**src/hdl/clru_pkg.sv**
```systemverilog
// ----------------------------------------------------------------------------
// clru_pkg: shared definitions for the true-LRU replacement core
// Field widths, stream packing and operation codes.
// ----------------------------------------------------------------------------
package clru_pkg;

    // request fields
    localparam int OP_W      = 1;
    localparam int SET_IDX_W = 6;
    localparam int WAY_IN_W  = 2;
    localparam int VICTIM_W  = 2;

    // stream packing (tdata padded to whole bytes)
    localparam int S_TDATA_W = 16;
    localparam int S_TUSER_W = 1;
    localparam int M_TDATA_W = 8;

    localparam int SET_LSB   = 0;
    localparam int WAY_LSB   = SET_LSB + SET_IDX_W;
    localparam int LV_BIT    = WAY_LSB + WAY_IN_W;

    // number of distinct set_index codes
    localparam int IDX_CODES = 2 ** SET_IDX_W;

    typedef enum logic [OP_W-1:0] {
        OP_TOUCH = 1'b0,
        OP_QUERY = 1'b1
    } t_op;

endpackage

```
**src/hdl/clru_ram.sv**
```systemverilog
// ----------------------------------------------------------------------------
// clru_ram: generic simple dual-port RAM
// One write port, one read port, registered read, old data on collision.
// ----------------------------------------------------------------------------
module clru_ram #(
    parameter int WIDTH = 8,
    parameter int DEPTH = 64
) (
    input  logic                                   i_clk,
    input  logic                                   i_we,
    input  logic [((DEPTH > 1) ? $clog2(DEPTH) : 1)-1:0] i_waddr,
    input  logic [WIDTH-1:0]                       i_wdata,
    input  logic                                   i_re,
    input  logic [((DEPTH > 1) ? $clog2(DEPTH) : 1)-1:0] i_raddr,
    output logic [WIDTH-1:0]                       o_rdata
);

    logic [WIDTH-1:0] r_mem [DEPTH];
    logic [WIDTH-1:0] r_rdata;

    always_ff @(posedge i_clk) begin
        if (i_we) begin
            r_mem[i_waddr] <= i_wdata;
        end
        if (i_re) begin
            r_rdata <= r_mem[i_raddr];
        end
    end

    assign o_rdata = r_rdata;

endmodule

```
**src/hdl/cache_true_lru_replacement_core.sv**
```systemverilog
// ----------------------------------------------------------------------------
// cache_true_lru_replacement_core: true-LRU way order for a set-assoc cache
// Per-set recency list in RAM, read-modify-write with one-deep forwarding.
// ----------------------------------------------------------------------------
// Usage
//   Slave stream carries one request per beat: tuser[0] is the operation
//   (touch or query), tdata holds set_index, way and line_valid. A touch with
//   line_valid high makes the way most recent; with line_valid low it makes
//   the way least recent (next victim). A query leaves the order alone.
//   Master stream returns one beat per request: the victim way (head of the
//   set's list after the update), in request order.
// Timing
//   One request per cycle when not stalled. The result goes from stage 1
//   into the output register. The set row is read from RAM at accept time
//   and written back from stage 1; a back-to-back request to the same set
//   picks up the just-written row from a forwarding register.
// Reset
//   After i_rst_n is released the core sweeps the order RAM, one set per
//   cycle, writing 0,1,..,WAYS-1 into every row, with s_axis_tready low.
//   Requests are taken once the sweep is done.
// Stall
//   When m_axis_tready is low with a result pending, the whole pipe holds
//   and s_axis_tready drops; nothing is lost or repeated.
// ----------------------------------------------------------------------------
module cache_true_lru_replacement_core #(
    parameter int WAYS = 4,
    parameter int SETS = 64
) (
    input  logic                           i_clk,
    input  logic                           i_rst_n,
    // slave request stream
    input  logic                           s_axis_tvalid,
    output logic                           s_axis_tready,
    // [5:0] set_index, [7:6] way, [8] line_valid, [15:9] zero
    input  logic [clru_pkg::S_TDATA_W-1:0] s_axis_tdata,
    // [0] operation
    input  logic [clru_pkg::S_TUSER_W-1:0] s_axis_tuser,
    // master result stream
    output logic                           m_axis_tvalid,
    input  logic                           m_axis_tready,
    // [1:0] victim_way, [7:2] zero
    output logic [clru_pkg::M_TDATA_W-1:0] m_axis_tdata
);

    import clru_pkg::*;

    // ------------------------------------------------------------------
    // derived sizes
    // ------------------------------------------------------------------
    localparam int WAY_W  = $clog2(WAYS);
    localparam int ROW_W  = WAYS * WAY_W;
    localparam int SET_W  = (SETS > 1) ? $clog2(SETS) : 1;
    localparam int CMP_W  = (WAY_W > WAY_IN_W) ? WAY_W : WAY_IN_W;
    localparam logic [SET_W-1:0] LAST_SET = SET_W'(SETS - 1);

    // set_index -> row address (wraps when SETS is below the index range)
    function automatic logic [IDX_CODES*SET_W-1:0] f_set_map();
        logic [IDX_CODES*SET_W-1:0] m;
        m = '0;
        for (int i = 0; i < IDX_CODES; i++) begin
            m[i*SET_W +: SET_W] = SET_W'(i % SETS);
        end
        return m;
    endfunction

    // reset row: position i holds way i
    function automatic logic [ROW_W-1:0] f_init_row();
        logic [ROW_W-1:0] r;
        r = '0;
        for (int i = 0; i < WAYS; i++) begin
            r[i*WAY_W +: WAY_W] = WAY_W'(i);
        end
        return r;
    endfunction

    localparam logic [IDX_CODES*SET_W-1:0] SET_MAP  = f_set_map();
    localparam logic [ROW_W-1:0]           INIT_ROW = f_init_row();

    // ------------------------------------------------------------------
    // request decode and handshake
    // ------------------------------------------------------------------
    logic                 adv;
    logic                 in_acc;
    logic [SET_IDX_W-1:0] in_idx;
    logic [SET_W-1:0]     in_set;

    logic                 r_clr_busy;
    logic [SET_W-1:0]     r_clr_idx;

    logic                 r_s1_vld;
    logic [SET_W-1:0]     r_s1_set;
    t_op                  r_s1_op;
    logic [WAY_IN_W-1:0]  r_s1_way;
    logic                 r_s1_lv;

    logic                 r_fwd_vld;
    logic [SET_W-1:0]     r_fwd_set;
    logic [ROW_W-1:0]     r_fwd_row;

    logic                 r_out_vld;
    logic [VICTIM_W-1:0]  r_out_victim;

    // pipe moves whenever the output register is free or being drained
    assign adv           = !r_out_vld || m_axis_tready;
    assign s_axis_tready = adv && !r_clr_busy;
    assign in_acc        = s_axis_tvalid && s_axis_tready;
    assign in_idx        = s_axis_tdata[SET_LSB +: SET_IDX_W];
    assign in_set        = SET_MAP[in_idx*SET_W +: SET_W];

    // ------------------------------------------------------------------
    // order RAM
    // ------------------------------------------------------------------
    logic             ram_we;
    logic [SET_W-1:0] ram_waddr;
    logic [ROW_W-1:0] ram_wdata;
    logic [ROW_W-1:0] ram_rdata;
    logic [ROW_W-1:0] n_row;

    assign ram_we    = r_clr_busy || (adv && r_s1_vld && (r_s1_op == OP_TOUCH));
    assign ram_waddr = r_clr_busy ? r_clr_idx : r_s1_set;
    assign ram_wdata = r_clr_busy ? INIT_ROW : n_row;

    clru_ram #(
        .WIDTH (ROW_W),
        .DEPTH (SETS)
    ) u_order_ram (
        .i_clk   (i_clk),
        .i_we    (ram_we),
        .i_waddr (ram_waddr),
        .i_wdata (ram_wdata),
        .i_re    (in_acc),
        .i_raddr (in_set),
        .o_rdata (ram_rdata)
    );

    // ------------------------------------------------------------------
    // stage 1: reorder the row
    // ------------------------------------------------------------------
    logic [ROW_W-1:0]    cur_row;
    logic [WAY_W-1:0]    ent [WAYS];
    logic [WAY_W-1:0]    nxt [WAYS];
    logic [WAYS-1:0]     hit;
    logic [WAYS-1:0]     at_or_after;   // hit at this position or below it
    logic [WAYS-1:0]     at_or_before;  // hit at this position or above it
    logic                found;
    logic                do_move;
    logic [VICTIM_W-1:0] n_victim;

    // previous request wrote this set on the edge that read it
    assign cur_row = (r_fwd_vld && (r_fwd_set == r_s1_set)) ? r_fwd_row : ram_rdata;

    always_comb begin
        for (int i = 0; i < WAYS; i++) begin
            ent[i] = cur_row[i*WAY_W +: WAY_W];
            hit[i] = (CMP_W'(ent[i]) == CMP_W'(r_s1_way));
        end
        found   = |hit;
        do_move = (r_s1_op == OP_TOUCH) && found;

        for (int i = 0; i < WAYS; i++) begin
            at_or_after[i]  = 1'b0;
            at_or_before[i] = 1'b0;
            for (int j = 0; j < WAYS; j++) begin
                if (j <= i) begin
                    at_or_after[i] = at_or_after[i] | hit[j];
                end
                if (j >= i) begin
                    at_or_before[i] = at_or_before[i] | hit[j];
                end
            end
        end

        for (int i = 0; i < WAYS; i++) begin
            nxt[i] = ent[i];
        end

        if (do_move) begin
            if (r_s1_lv) begin
                // to most-recent end: entries past the hole shift down
                for (int i = 0; i < WAYS - 1; i++) begin
                    if (at_or_after[i]) begin
                        nxt[i] = ent[i+1];
                    end
                end
                nxt[WAYS-1] = WAY_W'(r_s1_way);
            end else begin
                // to the victim slot: entries before the hole shift up
                for (int i = 1; i < WAYS; i++) begin
                    if (at_or_before[i]) begin
                        nxt[i] = ent[i-1];
                    end
                end
                nxt[0] = WAY_W'(r_s1_way);
            end
        end

        for (int i = 0; i < WAYS; i++) begin
            n_row[i*WAY_W +: WAY_W] = nxt[i];
        end
        n_victim = VICTIM_W'(nxt[0]);
    end

    // ------------------------------------------------------------------
    // control registers
    // ------------------------------------------------------------------
    always_ff @(posedge i_clk) begin
        if (!i_rst_n) begin
            r_clr_busy <= 1'b1;
            r_clr_idx  <= '0;
            r_s1_vld   <= 1'b0;
            r_fwd_vld  <= 1'b0;
            r_out_vld  <= 1'b0;
        end else begin
            if (r_clr_busy) begin
                r_clr_idx <= r_clr_idx + 1'b1;
                if (r_clr_idx == LAST_SET) begin
                    r_clr_busy <= 1'b0;
                end
            end
            if (adv) begin
                r_s1_vld  <= in_acc;
                r_fwd_vld <= r_s1_vld;
                r_out_vld <= r_s1_vld;
            end
        end
    end

    // ------------------------------------------------------------------
    // payload registers
    // ------------------------------------------------------------------
    always_ff @(posedge i_clk) begin
        if (in_acc) begin
            r_s1_set <= in_set;
            r_s1_op  <= t_op'(s_axis_tuser[0]);
            r_s1_way <= s_axis_tdata[WAY_LSB +: WAY_IN_W];
            r_s1_lv  <= s_axis_tdata[LV_BIT];
        end
        if (adv) begin
            r_fwd_set <= r_s1_set;
            r_fwd_row <= n_row;
        end
        if (adv && r_s1_vld) begin
            r_out_victim <= n_victim;
        end
    end

    assign m_axis_tvalid = r_out_vld;
    assign m_axis_tdata  = M_TDATA_W'(r_out_victim);

    // ------------------------------------------------------------------
    // assertions
    // ------------------------------------------------------------------
    // sweep ends right after the last row
    a_clr_done : assert property (@(posedge i_clk) disable iff (!i_rst_n)
        (r_clr_busy && (r_clr_idx == LAST_SET)) |=> !r_clr_busy)
        else $error("order RAM sweep did not finish on last set");

    // no request is in flight while the RAM is being swept
    a_clr_quiet : assert property (@(posedge i_clk) disable iff (!i_rst_n)
        r_clr_busy |-> (!r_s1_vld && !r_out_vld))
        else $error("request in flight during RAM sweep");

    // a request in stage 1 always reaches the output register
    a_s1_to_out : assert property (@(posedge i_clk) disable iff (!i_rst_n)
        (r_s1_vld && adv) |=> m_axis_tvalid)
        else $error("stage 1 request lost");

    // a drained result with nothing behind it leaves the output empty
    a_no_dup : assert property (@(posedge i_clk) disable iff (!i_rst_n)
        (m_axis_tvalid && m_axis_tready && !r_s1_vld) |=> !m_axis_tvalid)
        else $error("result repeated");

endmodule

```
**config.mk**
```make
export PLATFORM = sky130hd
export DESIGN_NAME = cache_true_lru_replacement_core
export DESIGN_NICKNAME = d
export VERILOG_FILES = /design/src/hdl/clru_pkg.sv /design/src/hdl/clru_ram.sv /design/src/hdl/cache_true_lru_replacement_core.sv
export SDC_FILE = /design/constraint.sdc
export NUM_CORES = 1
export LEC_CHECK = 0
export ABC_AREA = 1
export CAP_MARGIN = 15
export CORE_MARGIN = 10
export CORE_UTILIZATION = 40
export CTS_BUF_LIST = sky130_fd_sc_hd__clkbuf_8
export DETAILED_ROUTE_END_ITERATION = 12
export DONT_BUFFER_PORTS = 1
export PLACE_DENSITY = 0.54
export REMOVE_ABC_BUFFERS = 1
export SYNTH_ARGS = -nofsm -noshare
export SYNTH_HDL_FRONTEND = slang
export SYNTH_SLANG_ARGS = --single-unit
```
**constraint.sdc**
```tcl
create_clock -name i_clk -period 5.8 [get_ports i_clk]
set_clock_uncertainty 0.05 [all_clocks]
set_input_delay 1.16 -clock i_clk [delete_from_list [all_inputs] [get_ports i_clk]]
set_output_delay 1.16 -clock i_clk [all_outputs]
set_load 0.01 [all_outputs]
```
; ---- Yosys cells after proc, flatten, opt, wreduce, memory -nomap -nowiden
; Memory sizes are Yosys's and may differ from the RTL's. A register that Yosys moved wholly into a read port is not among the register bits.
; Cells that the tools add are included.
[totals]
out_inout_bits = 10
memories = 1
wordCells = 53
ff_bits = 35
ramBits = 512
[op_classes]
n_mux = 15
n_shift = 1
eq_ne = 6
mul = 1
bitwise_logic = 6
n_reduce_logical = 11
n_addsub = 1
[memory_table]
columns = memory, depth, word_bits, rd, rd_clocked_by_memory_dff, wr, line
row1 = u_order_ram.r_mem, 64, 8, 1, 1, 1, clru_ram.sv:18  ; logic [WIDTH-1:0] r_mem [DEPTH];
[ops]
columns = operator, n
row1 = indexed part select 384 x 10 -> 6 bit (first input constant), 1
row2 = two-way mux 8 bit, 4
row3 = two-way mux 2 bit, 6
row4 = equality test 2 bit, 4
row5 = multiplier 6 x 2 -> 8 bit (second input constant), 1
row6 = adder 6 x 1 -> 6 bit (second input constant), 1
row7 = equality test 6 bit, 1
row8 = equality test 6 bit (second input constant), 1
row9 = logical AND 1 bit, 6
row10 = two-way mux 6 bit, 1
row11 = bitwise OR 1 bit, 5
row12 = two-way mux 1 bit, 4
row13 = OR reduction 4 bit, 1
row14 = logical NOT 1 bit, 2
row15 = logical OR 1 bit, 2
row16 = NOT 1 bit, 1

; ---- Logic depth before layout (Yosys ltp)
; Gate-level depths: netlist of run 1.
[logic_depth]
word_depth = 10
ltp_mapped = 20

; ---- Cells and area by module
; From an unflattened synthesis of run 1, not the netlist that was laid out.
[hier_totals]
hier_cells = 2123
area_unflattened_um2 = 23764.0
[modules_own_cells]
columns = mod, cells_each, area_each_um2, instances, seq_area_each_um2
row1 = clru_ram, 1805, 21419.3, 1, 15615.0
row2 = cache_true_lru_replacement_core, 318, 2344.7, 1, 960.9

; ---- Worst setup path after synthesis of run 1
; No wires, ideal clock.
[synth_path]
path_kind = register -> register
from = register r_s1_set[4]
to = memory u_order_ram.r_mem[0][0] (data pin)
path_slack_ps = 1700
n_path_buf = 1
required_time_ps = 5202
arrival_ps = 3502
setup_time_ps = 548
period_less_slack_ps = 4100
path_stages_with_launch = 17
cell_sequence = edfxtp_1 -> inv_1 -> nand2_1 -> nand2_1 -> nand2_1 -> nor2_2 -> nand2_2 -> buf_6 -> nand2_4 -> nand2_4 -> nand2_2 -> nand2_2 -> nand2_4 -> nand2_2 -> o21bai_4 -> nand2_1 -> a21oi_1
[synth_via]
elab_chain_len = 8
word_cells_on_any_way = 13
[synth_rtl]
columns = item, line
row1 = from (decl), cache_true_lru_replacement_core.sv:91  ; logic [SET_W-1:0] r_s1_set;
row2 = from (signal assigned), cache_true_lru_replacement_core.sv:233  ; r_s1_set <= in_set;
row3 = equality test 6 bit (*), cache_true_lru_replacement_core.sv:150  ; assign cur_row = (r_fwd_vld && (r_fwd_set == r_s1_set)) ? r_fwd_row : ram_rdata;
row4 = logical AND 1 bit (*), cache_true_lru_replacement_core.sv:150
row5 = two-way mux 8 bit (*), cache_true_lru_replacement_core.sv:150
row6 = equality test 2 bit, cache_true_lru_replacement_core.sv:155  ; hit[i] = (CMP_W'(ent[i]) == CMP_W'(r_s1_way));
row7 = two-way mux 2 bit or OR reduction 4 bit (tied branches), "cache_true_lru_replacement_core.sv:181, cache_true_lru_replacement_core.sv:157"
row8 = two-way mux 8 bit or logical AND 1 bit (tied branches), "cache_true_lru_replacement_core.sv:178, cache_true_lru_replacement_core.sv:158"
row9 = two-way mux 8 bit (*), cache_true_lru_replacement_core.sv:177  ; if (do_move) begin
row10 = two-way mux 8 bit (*), cache_true_lru_replacement_core.sv:121  ; assign ram_wdata = r_clr_busy ? INIT_ROW : n_row;
row11 = net ram_wdata[0], cache_true_lru_replacement_core.sv:115  ; logic [ROW_W-1:0] ram_wdata;
row12 = to (decl), clru_ram.sv:18
; The timed path passes the listed nets; every way through them passes the cells marked *.

==> results.md, run 1 <==
- Outcome: completed
- Io pins: 31
- Post-synth EDFFs: 546
- Register share of total power: 0.564
- Critical path start-end classification: flop to flop
- Final Hold Fails: 0
- Net Sw Frac: 0.227
- CTS tree: built
- Worst-skew pair later-pin latency: 0.69 ns
- Total of max-cap violations: 0
- CTS Sinks: 555
- Endpoints failing setup: 0
- Die Span Y: 258 um
- N_diodes: 0
- Least-Margin Pin Slew: 1.08 ns
- Post-synthesis register bit count: 555
- Area growth syn-to-layout: 10.3%
- Post-CTS setup buffers: 0
- Count of cell types in the netlist: 35
- Root Buffer: clkbuf_8
- Clock network power share: 0.400
- All-Layer GR Usage: 0.178
- Largest net degree at the start of global routing: 259
- Fill cell count: 5195
- Full die area: 66600 sq um
- Die X: 258 um
- Hold Path Class: flop to flop
- Worst reg2reg startpoint: m_axis_tvalid
- Final WL: 60300 um
- Area taken by multi-input logic gates: 5440 sq um
- Post-CTS Resized: 0
- Post-synthesis cell area: 22700 sq um
- Nets@finish: 1883
- Core Box Area: 56300 sq um
- Slew HR: 0.277
- Vias: 14800
- CP arrival: 4.72 ns
- Power density over the cells: 310 nW/um^2
- Nature of the critical path endpoint: flop
- First-pass GRT wire length: 90600 um
- Top_reg_cell synth: edfxtp_1
- Register Area: 16600 sq um
- RSZ-0062 raised after global routing: false
- Worst Setup SP: m_axis_tvalid
- Static Leak: 7.22 nW
- Starting Density: 0.403
- First-pass DRT Iterations: 5
- Pint: 5.99 mW
- Buffers on Ports: 0
- CTS H-tree lvls: 3
- Num rows: 87
- Critical path startpoint category: flop
- Layout cells sized above 1: 0.0854
- Initial drt markers: 1379
- Sequential share of the synthesized area: 0.731
- Clock Tree Buf Depth: 3
- Fin crit period: 4.41 ns
- Remaining DRCs: 0
- Total negative slack: 0 ns
- Ys Warns: 0
- Required @ worst endpoint: 6.11 ns
- Maximum vdd drop: 0.164 mV
- Pins over their slew limit: 0
- Total CTS buffers: 93
- Switch Pwr: 1.76 mW
- Final ANT Viol Nets: 0
- Critical hold path startpoint: r_s1_set[5]
- Hold buffer count at cts: 0
- Comb pwr share: 0.036
- Synth Instances: 1860
- WL/cell: 22.4 um
- Vias per cell: 5.52
- Final worst path period share: 0.760
- Initial antenna violation count: 0
- Number of global-route vias before repair: 14400
- Dpl hpwl: 33400 um
- Hold_ws: 0.392 ns
- Crit Path Max Fanout: 33
- Syn avg cell area: 12.2 sq um
- Asr flop ratio synth: 0
- RePlAce Congestion: 0.828
- FMAX: 0.227 GHz
- Reg clk slew, reported paths: 0.06 ns
- Grt ovf: 0
-- cells by family (layout without fill, tap and decap cells) --
logic type | Yosys count | count (layout) | share of synthesized area
buffers and inverters | 183 | 251 | 0.0325
adders and majority gates | 1 | 1 | 0.000552
and+or+nand+nor | 593 | 593 | 0.105
AOI/OAI and AO/OA | 527 | 527 | 0.131
other | 1 | 6 | 0.000165
DFF | 555 | 555 | 0.731
-- path summary, 6_finish.rpt --
kind	slack, ns	cells after the start	end
max	1.39	16	u_order_ram.r_mem[56][6]
min	0.39	0	r_fwd_set[5]
max reg2reg	1.39	16	u_order_ram.r_mem[56][6]
min reg2reg	0.39	0	r_fwd_set[5]
-- per-layer routing --
layer,track usage,share of wire
met1,0.239,0.44
met5,0,0
met3,0.0374,0.067
met2,0.283,0.47
met4,0.0653,0.026
-- placed cells by master, fill, tap and decap left out, types with 4 or more instances in the layout --
master | Yosys | final
nand2_2 | 9 | 11
o211ai_1 | 8 | 8
inv_1 | 58 | 87
nand3_1 | 47 | 46
conb_1 | 1 | 6
o21ai_0 | 331 | 331
o22ai_1 | 136 | 136
clkinv_2 | 0 | 10
nand4_1 | 6 | 6
o221ai_1 | 16 | 16
o32ai_1 | 8 | 8
nand2_1 | 99 | 97
buf_4 | 8 | 22
a21oi_1 | 17 | 13
clkbuf_8 | 0 | 94
nand2_4 | 4 | 4
nor2_1 | 420 | 420
a21oi_4 | 0 | 4
dfxtp_1 | 9 | 9
edfxtp_1 | 546 | 546
clkinvlp_4 | 0 | 4
clkinv_1 | 0 | 26
-- Yosys cell counts (3+ instances only) --
master,number,area [sq um]
o31ai_1,3,22.5
o32ai_1,8,70.1
nand2_1,99,372
o21ai_0,331,1660
nand4_1,6,37.5
buf_2,8,40.0
dfxtp_1,9,180
nand2_4,4,45.0
o211ai_1,8,60.1
clkbuf_1,99,372
o221ai_1,16,140
a21oi_1,17,85.1
nand3_1,47,235
o22ai_1,136,851
nor2_1,420,1580
edfxtp_1,546,16400
buf_4,8,60.1
buf_1,6,22.5
nand2_2,9,56.3
inv_1,58,218
-- metrics by stage --
| step | utilization | setup slack, ns | cell area, sq um | power [mW] | instances |
|---|---|---|---|---|---|
| floorplan | - | 0.306 | 22200 | 4.62 | 1743 |
| global placement | 0.415 | 1.52 | 23400 | 4.72 | 2522 |
| detailed placement | 0.415 | 1.43 | 23400 | 4.73 | 2522 |
| CTS | 0.444 | 1.40 | 25000 | 7.81 | 2689 |
| global route | 0.444 | 1.03 | 25000 | 8.03 | 2689 |
| finish | 0.444 | 1.39 | 25000 | 7.74 | 2689 |
-- power by group through the flow --
| stage | combinational [mW] | clock [mW] | sequential [mW] |
|---|---|---|---|
| after CTS | 0.280 | 3.17 | 4.36 |
| after global routing | 0.307 | 3.36 | 4.36 |
| final | 0.281 | 3.10 | 4.36 |
| after global placement | 0.276 | 0 | 4.45 |
| after floorplan | 0.173 | 0 | 4.44 |
| after detailed placement | 0.279 | 0 | 4.45 |
-- area by class of cell --
class / instances / area share
Inverter: 61 / 0.00956
Sequential cell: 555 / 0.663
Tap cell: 756 / 0.0378
Clock inverter: 73 / 0.0133
Multi-Input combinational cell: 1127 / 0.217
Clock buffer: 94 / 0.0517
Timing Repair Buffer: 23 / 0.00740
-- sequential cells by signal (all words and copies together) (netlist names), 2 cells and up --
name                 cells
u_order_ram.r_mem      512
r_fwd_row                8
u_order_ram.o_rdata      8
r_clr_idx                6
r_fwd_set                6
r_s1_set                 6
r_out_victim             2
r_s1_way                 2
-- critical path, stage by stage (launching register included) --
cell	delay (ns)
dfxtp_1	0.40
inv_1	0.09
a21oi_1	0.13
nand2_1	0.08
nor2_2	0.47
nand2_2	0.32
nand2_1	0.17
nand2_1	0.13
nand2_1	0.08
nand2_1	0.07
nand2_1	0.22
nand2_2	0.13
o21bai_4	0.30
inv_4	0.12
nand2_1	0.13
nand3_2	0.60
buf_4	0.52
(Power assumes the default switching activity.)
==> run 2, diff against run 1 <==
--- a/config.mk
+++ b/config.mk
@@ -12,7 +12,7 @@
 export CTS_BUF_LIST = sky130_fd_sc_hd__clkbuf_8
 export DETAILED_ROUTE_END_ITERATION = 12
 export DONT_BUFFER_PORTS = 1
-export PLACE_DENSITY = 0.54
+export PLACE_DENSITY = 0.56
 export REMOVE_ABC_BUFFERS = 1
 export SYNTH_ARGS = -nofsm -noshare
 export SYNTH_HDL_FRONTEND = slang
==> constraint.sdc (replaced) <==
create_clock -name i_clk -period 3.9 [get_ports i_clk]
set_clock_uncertainty 0.05 [all_clocks]
set_input_delay 0.78 -clock i_clk [delete_from_list [all_inputs] [get_ports i_clk]]
set_output_delay 0.78 -clock i_clk [all_outputs]
set_load 0.01 [all_outputs]
==> run 2 against run 1 <==
Sequential share of layout area down 1.5 points. Routed wire length shrank 3.1%. Non-clock buffer count is 63 higher. First-iteration DRC count shrank 1.1%. Sequential power rose by 49%. Design area rose by 2.3%. Clock power up 48%. Highest routed layer unchanged. Die area is the same. Largest cell class unchanged. Largest power group unchanged. Sequential cell count unchanged. Global-route usage fell by 0.47 points.
==> results.md, run 2 (synthesized netlist as in run 1, its figures left out) <==
- Finished Cell Area: 25600 sq um (was 25000 sq um)
- Pins over their slew limit: 0 (unchanged)
- Endpoints failing setup: 0 (unchanged)
- Slew HR: 0.385 (was 0.277)
- CTS tree: built (unchanged)
- Initial antenna violation count: 1 (was 0)
- Area growth syn-to-layout: 12.9% (was 10.3%)
- First-pass GRT wire length: 89100 um (was 90600 um)
- Reg clk slew, reported paths: 0.06 ns (about the same)
- Critical path startpoint category: flop (unchanged)
- RSZ-0062 raised after global routing: false (unchanged)
- Io pins: 31 (unchanged)
- Vias: 15000 (was 14800)
- Total of max-cap violations: 0 (unchanged)
- Fill cell count: 5135 (was 5195)
- Comb pwr share: 0.038 (was 0.036)
- CP arrival: 4.00 ns (was 4.72 ns)
- Final WL: 58500 um (was 60300 um)
- Final ANT Viol Nets: 0 (unchanged)
- Number of flip-flops in the largest register: 512 (unchanged)
- WL/cell: 21.3 um (was 22.4 um)
- Post-CTS setup buffers: 0 (unchanged)
- Grt ovf: 0 (unchanged)
- Initial drt markers: 1364 (was 1379)
- Total CTS buffers: 93 (unchanged)
- Commonest non-fill, non-tap cells in the layout: 546 x edfxtp_1, 420 x nor2_1, 331 x o21ai_0 (unchanged)
- Total negative slack: 0 ns (unchanged)
- Fin crit period: 3.56 ns (was 4.41 ns)
- Nature of the critical path endpoint: flop (unchanged)
- Power density over the cells: 450 nW/um^2 (was 310 nW/um^2)
- Post-Place Cell Area: 24000 sq um (was 23400 sq um)
- Vias per cell: 5.46 (was 5.52)
- FMAX: 0.281 GHz (was 0.227 GHz)
- Nets@finish: 1946 (was 1883)
- Core Box Area: 56300 sq um (unchanged)
- Net Sw Frac: 0.222 (was 0.227)
- Pint: 8.95 mW (was 5.99 mW)
- Inst Count DP: 2585 (was 2522)
- Remaining DRCs: 0 (unchanged)
- N_diodes: 0 (unchanged)
- Static Leak: 7.54 nW (was 7.22 nW)
- Layout cells sized above 1: 0.115 (was 0.0854)
- Crit Path Max Fanout: 34 (was 33)
- Hold buffer count at cts: 0 (unchanged)
- Root Buffer: clkbuf_8 (unchanged)
- Num rows: 87 (unchanged)
- CTS H-tree lvls: 3 (unchanged)
- CTS Sinks: 555 (unchanged)
- RePlAce Congestion: 0.846 (was 0.828)
- Commonest non-fill, non-tap cell in the layout: edfxtp_1 (unchanged)
- Outcome: completed (unchanged)
- Register Area: 16600 sq um (unchanged)
- Largest net degree at the start of global routing: 259 (unchanged)
- Area taken by multi-input logic gates: 5440 sq um (unchanged)
- Post-Place Setup Slack: 0.349 ns (was 1.43 ns)
- Biggest register: u_order_ram.r_mem (unchanged)
- Die Span Y: 258 um (unchanged)
- First-pass DRT Iterations: 5 (unchanged)
- Clock network power share: 0.399 (was 0.400)
- Final worst path period share: 0.912 (was 0.760)
- Final std cells w/o fill: 2739 (was 2689)
- Starting Density: 0.403 (unchanged)
- Buffers on Ports: 0 (unchanged)
- Required @ worst endpoint: 4.34 ns (was 6.11 ns)
- Post-CTS Resized: 0 (unchanged)
- Maximum vdd drop: 0.220 mV (was 0.164 mV)
- Die X: 258 um (unchanged)
- Least-Margin Pin Slew: 0.912 ns (was 1.08 ns)
- Worst-skew pair later-pin latency: 0.66 ns (was 0.69 ns)
- Register share of total power: 0.564 (about the same)
- Critical path start-end classification: flop to flop (unchanged)
- Clock Tree Buf Depth: 3 (unchanged)
- Number of global-route vias before repair: 14600 (was 14400)
- All-Layer GR Usage: 0.174 (was 0.178)
- Hold Path Class: primary input to flop (was flop to flop)
- Switch Pwr: 2.56 mW (was 1.76 mW)
- Full die area: 66600 sq um (unchanged)
- Setup WS post-layout: 0.341 ns (was 1.39 ns)
- Dpl hpwl: 32700 um (was 33400 um)
- Final Hold Fails: 0 (unchanged)
run 2: layer usage:
layer | track usage | vias to the layer above | routed length, um
met5 | 0 | - | 0
met4 | 0.0601 | 0 | 1520
met3 | 0.0353 | 110 | 3570
met2 | 0.281 | 500 | 27900
met1 | 0.230 | 7408 | 25500
li1 | - | 6936 | -
run 2: final timing paths:
kind	start	end	cells after the start	slack, ns
max reg2reg	r_s1_set[4]	u_order_ram.r_mem[56][2]	18	0.34
min	i_rst_n	r_clr_busy	1	0.15
min reg2reg	r_s1_set[5]	r_fwd_set[5]	0	0.41
max	r_s1_set[4]	u_order_ram.r_mem[56][2]	18	0.34
run 2: final cells by class:
| type | count | area share |
|---|---|---|
| clock buffer | 96 | 0.0516 |
| clock inverter | 58 | 0.0113 |
| tap | 756 | 0.0370 |
| sequential | 555 | 0.648 |
| inverter | 61 | 0.00929 |
| timing repair buffer | 86 | 0.0306 |
| multi-input combinational | 1127 | 0.212 |
run 2: worst max-delay path: stages (launching register included):
cell	delay, ns
edfxtp_1	0.43
inv_1	0.08
nand2_1	0.05
nand2_1	0.06
nand2_1	0.06
nor2_2	0.12
nand2_2	0.19
nand2_1	0.14
nand2_1	0.11
nand2_1	0.08
nand2_1	0.08
nand2_1	0.23
nand2_2	0.14
o21bai_4	0.29
inv_4	0.12
nand3_2	0.09
nand2_1	0.10
nand2_2	0.61
buf_4	0.36
run 2: power groups by stage:
stage	Sequential, mW	Combinational (mW)	Clock, mW
2_1_floorplan	6.61	0.255	0
3_3_place_gp	6.61	0.428	0
3_5_place_dp	6.61	0.432	0
4_1_cts	6.49	0.433	4.70
5_1_grt	6.49	0.475	5.00
6_report	6.49	0.433	4.59
run 2: through the flow:
| step | power, mW | hold slack, ns | util |
|---|---|---|---|
| after global placement | 7.04 | 0.383 | 0.426 |
| final | 11.5 | 0.153 | 0.455 |
| after floorplan | 6.86 | 0.376 | - |
| after detailed placement | 7.04 | 0.392 | 0.426 |
| after global routing | 12.0 | 0.0988 | 0.455 |
| after CTS | 11.6 | 0.103 | 0.455 |
